--- src/rtl/msd_pkg.sv ---
`default_nettype none
package msd_pkg;

  localparam int DEF_FRAC_BITS = 16;
  localparam int CFG_IDX_W     = 4;
  localparam int PC_W          = 7;
  localparam int PROG_LEN      = 125;

  // register indexes
  localparam logic [CFG_IDX_W-1:0] REG_MASS        = 4'd0;
  localparam logic [CFG_IDX_W-1:0] REG_DAMPING_X   = 4'd1;
  localparam logic [CFG_IDX_W-1:0] REG_DAMPING_Y   = 4'd2;
  localparam logic [CFG_IDX_W-1:0] REG_DAMPING_Z   = 4'd3;
  localparam logic [CFG_IDX_W-1:0] REG_STIFFNESS_X = 4'd4;
  localparam logic [CFG_IDX_W-1:0] REG_STIFFNESS_Y = 4'd5;
  localparam logic [CFG_IDX_W-1:0] REG_STIFFNESS_Z = 4'd6;
  localparam logic [CFG_IDX_W-1:0] REG_METHOD      = 4'd7;

  // method codes
  localparam logic [2:0] M_EULER    = 3'd0;
  localparam logic [2:0] M_IMPLICIT = 3'd1;
  localparam logic [2:0] M_CN       = 3'd2;
  localparam logic [2:0] M_RK2      = 3'd3;
  localparam logic [2:0] M_RK4      = 3'd4;
  localparam logic [2:0] M_HOLD     = 3'd5;

  // operand codes: fixed inputs below 8, scratch memory from 8
  localparam logic [3:0] R_X   = 4'd0;
  localparam logic [3:0] R_V   = 4'd1;
  localparam logic [3:0] R_F   = 4'd2;
  localparam logic [3:0] R_C   = 4'd3;
  localparam logic [3:0] R_K   = 4'd4;
  localparam logic [3:0] R_M   = 4'd5;
  localparam logic [3:0] R_DT  = 4'd6;
  localparam logic [3:0] R_ONE = 4'd7;
  localparam logic [3:0] T0    = 4'd8;
  localparam logic [3:0] T1    = 4'd9;
  localparam logic [3:0] T2    = 4'd10;
  localparam logic [3:0] T3    = 4'd11;
  localparam logic [3:0] T4    = 4'd12;
  localparam logic [3:0] T5    = 4'd13;
  localparam logic [3:0] T6    = 4'd14;
  localparam logic [3:0] T7    = 4'd15;

  typedef enum logic [2:0] {
    OP_ADD, OP_SUB, OP_MUL, OP_DIV, OP_HALF, OP_QUART, OP_SIXTH, OP_OUT
  } op_e;

  typedef struct packed {
    op_e        op;
    logic [3:0] d;
    logic [3:0] a;
    logic [3:0] b;
  } instr_t;

  typedef struct packed {
    logic        done;
    logic        sat;
    logic [63:0] xn;
    logic [63:0] vn;
  } lane_res_t;

  typedef struct packed {
    logic        sat;
    logic [63:0] val;
  } sat_val_t;

  typedef enum logic [2:0] {
    LS_IDLE, LS_READ, LS_LOAD, LS_ALU, LS_MUL, LS_DIV, LS_FIN, LS_DONE
  } lane_state_t;

  typedef enum logic [1:0] {TS_IDLE, TS_RUN, TS_PUSH} top_state_t;

  function automatic instr_t mk(op_e op, logic [3:0] d, logic [3:0] a, logic [3:0] b);
    instr_t i;
    i.op = op;
    i.d  = d;
    i.a  = a;
    i.b  = b;
    return i;
  endfunction

  // magnitude plus sign back to a saturated 64-bit value
  function automatic sat_val_t from_mag(logic neg, logic hi_nz, logic [63:0] lo);
    sat_val_t   r;
    logic [63:0] lim;
    lim = neg ? {1'b1, 63'b0} : {1'b0, {63{1'b1}}};
    if (hi_nz || lo > lim) begin
      r.sat = 1'b1;
      r.val = neg ? {1'b1, 63'b0} : {1'b0, {63{1'b1}}};
    end else begin
      r.sat = 1'b0;
      r.val = neg ? (64'd0 - lo) : lo;
    end
    return r;
  endfunction

  function automatic logic [63:0] mag(logic [63:0] a);
    return a[63] ? (64'd0 - a) : a;
  endfunction

  function automatic logic [PC_W-1:0] start_pc(logic [2:0] method);
    logic [PC_W-1:0] p;
    unique case (method)
      M_EULER: p = 7'd0;
      M_CN:    p = 7'd26;
      M_RK2:   p = 7'd51;
      M_RK4:   p = 7'd72;
      default: p = 7'd10;
    endcase
    return p;
  endfunction

  // a = (f - c*v - k*x) / m appears as five-op groups below
  localparam instr_t PROG [PROG_LEN] = '{
    // explicit Euler
    mk(OP_MUL, T0, R_DT, R_V), mk(OP_ADD, T0, R_X, T0),
    mk(OP_MUL, T1, R_C, R_V), mk(OP_SUB, T1, R_F, T1), mk(OP_MUL, T2, R_K, R_X),
    mk(OP_SUB, T1, T1, T2), mk(OP_DIV, T1, T1, R_M),
    mk(OP_MUL, T1, R_DT, T1), mk(OP_ADD, T1, R_V, T1), mk(OP_OUT, T0, T0, T1),
    // implicit Euler
    mk(OP_MUL, T0, R_DT, R_C), mk(OP_DIV, T0, T0, R_M), mk(OP_ADD, T0, R_ONE, T0),
    mk(OP_MUL, T1, R_DT, R_DT), mk(OP_MUL, T1, T1, R_K), mk(OP_DIV, T1, T1, R_M),
    mk(OP_ADD, T0, T0, T1),
    mk(OP_MUL, T1, R_K, R_X), mk(OP_SUB, T1, R_F, T1), mk(OP_MUL, T1, R_DT, T1),
    mk(OP_DIV, T1, T1, R_M), mk(OP_ADD, T1, R_V, T1), mk(OP_DIV, T1, T1, T0),
    mk(OP_MUL, T2, R_DT, T1), mk(OP_ADD, T2, R_X, T2), mk(OP_OUT, T0, T2, T1),
    // Crank-Nicolson
    mk(OP_MUL, T0, R_K, R_DT), mk(OP_QUART, T0, T0, T0), mk(OP_HALF, T1, R_C, R_C),
    mk(OP_ADD, T0, T1, T0), mk(OP_MUL, T0, R_DT, T0), mk(OP_DIV, T0, T0, R_M),
    mk(OP_ADD, T0, R_ONE, T0),
    mk(OP_MUL, T1, R_C, R_V), mk(OP_HALF, T1, T1, T1), mk(OP_SUB, T1, R_F, T1),
    mk(OP_MUL, T2, R_K, R_X), mk(OP_SUB, T1, T1, T2),
    mk(OP_MUL, T2, R_K, R_DT), mk(OP_MUL, T2, T2, R_V), mk(OP_QUART, T2, T2, T2),
    mk(OP_SUB, T1, T1, T2), mk(OP_MUL, T1, R_DT, T1), mk(OP_DIV, T1, T1, R_M),
    mk(OP_ADD, T1, R_V, T1), mk(OP_DIV, T1, T1, T0),
    mk(OP_ADD, T2, R_V, T1), mk(OP_MUL, T2, R_DT, T2), mk(OP_HALF, T2, T2, T2),
    mk(OP_ADD, T2, R_X, T2), mk(OP_OUT, T0, T2, T1),
    // RK2
    mk(OP_MUL, T0, R_C, R_V), mk(OP_SUB, T0, R_F, T0), mk(OP_MUL, T1, R_K, R_X),
    mk(OP_SUB, T0, T0, T1), mk(OP_DIV, T0, T0, R_M),
    mk(OP_MUL, T1, R_DT, R_V), mk(OP_HALF, T1, T1, T1), mk(OP_ADD, T1, R_X, T1),
    mk(OP_MUL, T2, R_DT, T0), mk(OP_HALF, T2, T2, T2), mk(OP_ADD, T2, R_V, T2),
    mk(OP_MUL, T3, R_DT, T2), mk(OP_ADD, T3, R_X, T3),
    mk(OP_MUL, T4, R_C, T2), mk(OP_SUB, T4, R_F, T4), mk(OP_MUL, T5, R_K, T1),
    mk(OP_SUB, T4, T4, T5), mk(OP_DIV, T4, T4, R_M),
    mk(OP_MUL, T4, R_DT, T4), mk(OP_ADD, T4, R_V, T4), mk(OP_OUT, T0, T3, T4),
    // RK4
    mk(OP_MUL, T0, R_C, R_V), mk(OP_SUB, T0, R_F, T0), mk(OP_MUL, T1, R_K, R_X),
    mk(OP_SUB, T0, T0, T1), mk(OP_DIV, T0, T0, R_M),
    mk(OP_MUL, T1, R_DT, R_V), mk(OP_HALF, T1, T1, T1), mk(OP_ADD, T1, R_X, T1),
    mk(OP_MUL, T2, R_DT, T0), mk(OP_HALF, T2, T2, T2), mk(OP_ADD, T2, R_V, T2),
    mk(OP_MUL, T3, R_C, T2), mk(OP_SUB, T3, R_F, T3), mk(OP_MUL, T1, R_K, T1),
    mk(OP_SUB, T3, T3, T1), mk(OP_DIV, T3, T3, R_M),
    mk(OP_MUL, T1, R_DT, T2), mk(OP_HALF, T1, T1, T1), mk(OP_ADD, T1, R_X, T1),
    mk(OP_MUL, T4, R_DT, T3), mk(OP_HALF, T4, T4, T4), mk(OP_ADD, T4, R_V, T4),
    mk(OP_MUL, T5, R_C, T4), mk(OP_SUB, T5, R_F, T5), mk(OP_MUL, T1, R_K, T1),
    mk(OP_SUB, T5, T5, T1), mk(OP_DIV, T5, T5, R_M),
    mk(OP_MUL, T1, R_DT, T4), mk(OP_ADD, T1, R_X, T1),
    mk(OP_MUL, T6, R_DT, T5), mk(OP_ADD, T6, R_V, T6),
    mk(OP_MUL, T7, R_C, T6), mk(OP_SUB, T7, R_F, T7), mk(OP_MUL, T1, R_K, T1),
    mk(OP_SUB, T7, T7, T1), mk(OP_DIV, T7, T7, R_M),
    mk(OP_ADD, T1, T2, T2), mk(OP_ADD, T1, R_V, T1), mk(OP_ADD, T2, T4, T4),
    mk(OP_ADD, T1, T1, T2), mk(OP_ADD, T1, T1, T6),
    mk(OP_ADD, T2, T3, T3), mk(OP_ADD, T2, T0, T2), mk(OP_ADD, T3, T5, T5),
    mk(OP_ADD, T2, T2, T3), mk(OP_ADD, T2, T2, T7),
    mk(OP_MUL, T1, R_DT, T1), mk(OP_SIXTH, T1, T1, T1), mk(OP_ADD, T1, R_X, T1),
    mk(OP_MUL, T2, R_DT, T2), mk(OP_SIXTH, T2, T2, T2), mk(OP_ADD, T2, R_V, T2),
    mk(OP_OUT, T0, T1, T2)
  };

endpackage
`default_nettype wire

--- src/rtl/msd_merge.sv ---
`default_nettype none
module msd_merge (
  input  msd_pkg::lane_res_t [2:0] lanes,
  output logic                     all_done,
  output logic [2:0][31:0]         pos,
  output logic [2:0][31:0]         vel,
  output logic                     overflow
);
  import msd_pkg::*;

  logic [2:0] sat_x, sat_v;

  function automatic logic [32:0] narrow(logic [63:0] a);
    logic fits;
    fits = (&a[63:31]) || !(|a[63:31]);
    if (fits) return {1'b0, a[31:0]};
    return {1'b1, a[63] ? {1'b1, 31'b0} : {1'b0, {31{1'b1}}}};
  endfunction

  always_comb begin
    for (int i = 0; i < 3; i++) begin
      {sat_x[i], pos[i]} = narrow(lanes[i].xn);
      {sat_v[i], vel[i]} = narrow(lanes[i].vn);
    end
    all_done = lanes[0].done & lanes[1].done & lanes[2].done;
    overflow = (|sat_x) | (|sat_v) | lanes[0].sat | lanes[1].sat | lanes[2].sat;
  end

endmodule
`default_nettype wire

--- config.mk ---
export PLATFORM = sky130hd
export DESIGN_NAME = msd_merge
export DESIGN_NICKNAME = d
export VERILOG_FILES = /design/src/rtl/msd_pkg.sv /design/src/rtl/msd_merge.sv
export SDC_FILE = /design/constraint.sdc
export NUM_CORES = 1
export LEC_CHECK = 0
export ABC_AREA = 1
export BUFFER_PORTS_ARGS = -buffer_cell sky130_fd_sc_hd__buf_2
export CAP_MARGIN = 20
export CORE_AREA = 3 3 224 226
export DETAILED_ROUTE_END_ITERATION = 10
export DIE_AREA = 0 0 227 229
export GPL_ROUTABILITY_DRIVEN = 0
export SYNTH_ARGS = -nofsm -noshare
export SYNTH_HDL_FRONTEND = slang
export SYNTH_SLANG_ARGS = --single-unit
export TNS_END_PERCENT = 100
--- constraint.sdc ---
create_clock -name vclk -period 2.57
set_input_delay 0.1285 -clock vclk [all_inputs]
set_output_delay 0.1285 -clock vclk [all_outputs]
set_load 0.005 [all_outputs]
After elaboration in Yosys (flattened, before gate mapping)
Cells that the tools add are included.
{ "word_totals": {"reg_bits": 0, "inputBits": 390, "output_inout_bits": 194, "wordCells": 56} }
{ "classes": {"muxes": 24, "n_bitwise": 6, "n_reduce_logical": 26} }
{ "op_table": {"columns": ["cell", "n"], "rows": [
  ["2-to-1 mux 33 bit", 12],
  ["AND reduction 33 bit", 6],
  ["OR reduction 33 bit", 6],
  ["2-to-1 mux 32 bit", 6],
  ["logical NOT 1 bit", 6],
  ["logical OR 1 bit", 6],
  ["2-to-1 mux 1 bit", 6],
  ["OR reduction 3 bit", 2],
  ["OR 1 bit", 4],
  ["AND 1 bit", 2]
]} }

Depth between registers and ports, before layout
{ "logic_depth": {"depth_word": 10, "depth_mapped": 10, "ltp_nobuf": 10} }

Least setup slack after synthesis
OpenSTA, ideal clock, no wires.
{ "synth_timing": {"kind": "in2out", "startpoint": "input lanes[166] in the netlist's numbering", "endpoint": "output vel[52] in the netlist's numbering", "t_arrival_ns": 1.000, "required_time_ns": 2.441, "slack_ns": 1.442, "path_stages": 9, "n_path_buf": 1, "cell_sequence": "or2_0 > nor2_1 > nand2_1 > nor2_1 > nand2_1 > nand2_4 > buf_4 > nand2_1 > o21ai_1"} }
{ "synth_rtl": {"columns": ["element", "line", "text"], "rows": [
  ["start: declaration", "msd_merge.sv:3", "input msd_pkg::lane_res_t [2:0] lanes,"],
  ["end: declaration", "msd_merge.sv:6", "output logic [2:0][31:0] vel,"]
]} }

==> impl_metrics.env <==
export IMPL_status="completed"
export IMPL_yosys_area_share_simple=0.857
export IMPL_ys_warnings_count=0
export IMPL_die_w_um=227
export IMPL_avgViaCountPerCell=3.49
export IMPL_critPathKind="in2out"
export IMPL_ys_seq_area_frac=0
export IMPL_synth_top_family_by_area="simple AND/OR/NAND/NOR gates"
export IMPL_synthCells=771
export IMPL_via_count=6855
export IMPL_ys_types=18
export IMPL_synth_xor_area_share=0
export IMPL_worstHoldPathCells=2
export IMPL_firstDrtPassIters=5
export IMPL_fmax_mhz=511
export IMPL_grt_max_degree=53
export IMPL_report_final_slew_viol_count=0
export IMPL_grt_pass1_wl_mm=45.7
export IMPL_setup_viol=0
export IMPL_overflow=0
export IMPL_hold_class="in2out"
export IMPL_clkPwrFrac=0
export IMPL_final_util=0.139
export IMPL_synth_nets=1161
export IMPL_die_area_sq_mm=0.0520
export IMPL_nClkBuffers=0
export IMPL_max_stage_delay_ps=400
export IMPL_switching_power_uw=540
export IMPL_critPathMaxFanout=52
export IMPL_cp_start_kind="input pin"
export IMPL_cts_resized=0
export IMPL_num_io_pins=584
export IMPL_synth_top_area_share=0.591
export IMPL_worst_pin_slew_ps=556
export IMPL_synth_adder_area_share=0
export IMPL_synthTopCellsByArea="nand2_1, nor2_1, buf_2, o21ai_0, nand4_1"
export IMPL_drt_wl_total_mm=36.3
export IMPL_die_h_um=229
export IMPL_min_to="pos[63]"
export IMPL_critPathCaptureType="primary output"
export IMPL_drt_wirelength_per_cell_um=18.5
export IMPL_layout_drive_gt1_share=0.457
export IMPL_core_area_sq_mm=0.0485
export IMPL_postCtsSetupRepairBufs=0
export IMPL_yosysTopAreaCell="nand2_1"
export IMPL_crit_chain="buf_2, nand3_1, nor2_1, nand3_1, nand2_4, buf_4, nand2_1, o21ai_0, buf_2"
export IMPL_swShare=0.545
export IMPL_dp_hpwl_mm=33.6
export IMPL_initial_core_util=0.0637
export IMPL_relSlewSlack=0.629
export IMPL_critPathTopFamily="buffers and inverters"
export IMPL_rsz0062_at_grt="no"
export IMPL_antenna_found_initial=43
export IMPL_track_usage=0.126
export IMPL_drt_iter0_drc=290
export IMPL_power_density_mw_per_mm2=147
export IMPL_synth_most_common_cell="nand2_1"
export IMPL_worstHoldStart="lanes[257]"
export IMPL_synth_common_cells="nand2_1, nor2_1, buf_2"
export IMPL_regArea_sq_um=0
export IMPL_first_global_vias=6159
export IMPL_cap_violations=0
export IMPL_final_period_utilization=0.761
export IMPL_worst_ep_arrival_time_ps=1830
export IMPL_finalSetupTns_ps=0
export IMPL_seq_cell_count=0
export IMPL_cp_num_buf_inv=3
export IMPL_fin_nets=1718
export IMPL_seqPwrFrac=0
export IMPL_hold_viol=0
export IMPL_synthMuxAreaShare=0
export IMPL_required_ps=2440
export IMPL_synth_compound_area_frac=0.0647
export IMPL_syn_area_sq_mm=0.00309
export IMPL_period_needed_ps=1960
export IMPL_rows=81
export IMPL_syn_area_per_cell_sq_um=4.01
export IMPL_drc=0
export IMPL_pwr_share_comb=1.000
export IMPL_slowest_stage="buf_2"
export IMPL_intPower_uw=450
export IMPL_area_growth_pct=118
export IMPL_cts_hold_buffers=0
export IMPL_port_buffers=584
export IMPL_drtAntennaViolNets=0
export IMPL_peakVddDrop_v=0.0000578
export IMPL_leakage_uw=0.00370
[cells in the final DEF, fill, tap and decap left out]
cell and count:
buf_2 584, nand2_1 486, nor2_1 168, o21ai_0 27, diode_2 18, nand4_1 16
buf_4 16, nand3_1 10, inv_1 4, o21ai_1 4, o21bai_2 3, nor3_1 2
or2_0 1, nand3b_1 1, nand2_4 1, nand2_2 1, o21bai_4 1, and3_1 1
[stage by stage]
stage | hold slack (ps) | power, uW | cell area, sq um | cells | worst slack [ps]
floorplan | 336 | 316 | 3090 | 771 | 1440
global placement | 466 | 1010 | 6700 | 1948 | 700
detailed placement | 465 | 1020 | 6700 | 1948 | 642
CTS | 465 | 1020 | 6700 | 1948 | 643
global route | 489 | 1110 | 6720 | 1959 | 366
finish | 462 | 989 | 6740 | 1966 | 614
[worst max path at each step]
| stage | cells after the start | end | from | slack (ps) |
|---|---|---|---|---|
| after detailed placement | 9 | vel[61] | lanes[193] | 640 |
| after CTS | 9 | vel[61] | lanes[193] | 640 |
| final | 9 | vel[61] | lanes[193] | 610 |
| after global routing | 9 | vel[53] | lanes[193] | 370 |
| after global placement | 12 | vel[55] | lanes[193] | 700 |
| after floorplan | 9 | vel[52] | lanes[166] | 1440 |
[power by group through the flow]
stage	logic, uW	registers [uW]	clock network, uW
finish	989	0	0.000939
global route	1110	0	0.000573
CTS	1020	0	0
detailed placement	1020	0	0
global placement	1010	0	0
floorplan	316	0	0
[per-layer routing]
metal  routed length, um  up-vias  track usage
met5                 192        -            0
met1               12500     2868        0.127
met4                 918       30       0.0235
met2               18000      403        0.238
met3                4720       68       0.0595
li1                    -     3486            -
[cells by family (layout without fill, tap and decap cells)]
family / Yosys count / count (layout)
AOI/OAI and AO/OA: 35 / 35
buffers and inverters: 49 / 604
other: 0 / 18
and+or+nand+nor: 687 / 687
[cell type report]
type | instances | area (sq um)
fillers | 5873 | 41800
repair buffers | 600 | 3040
multi-input cells | 722 | 2860
well taps | 622 | 778
diodes | 18 | 45.0
inverters | 4 | 15.0
No activity file was read; power rests on OpenSTA's default activity.
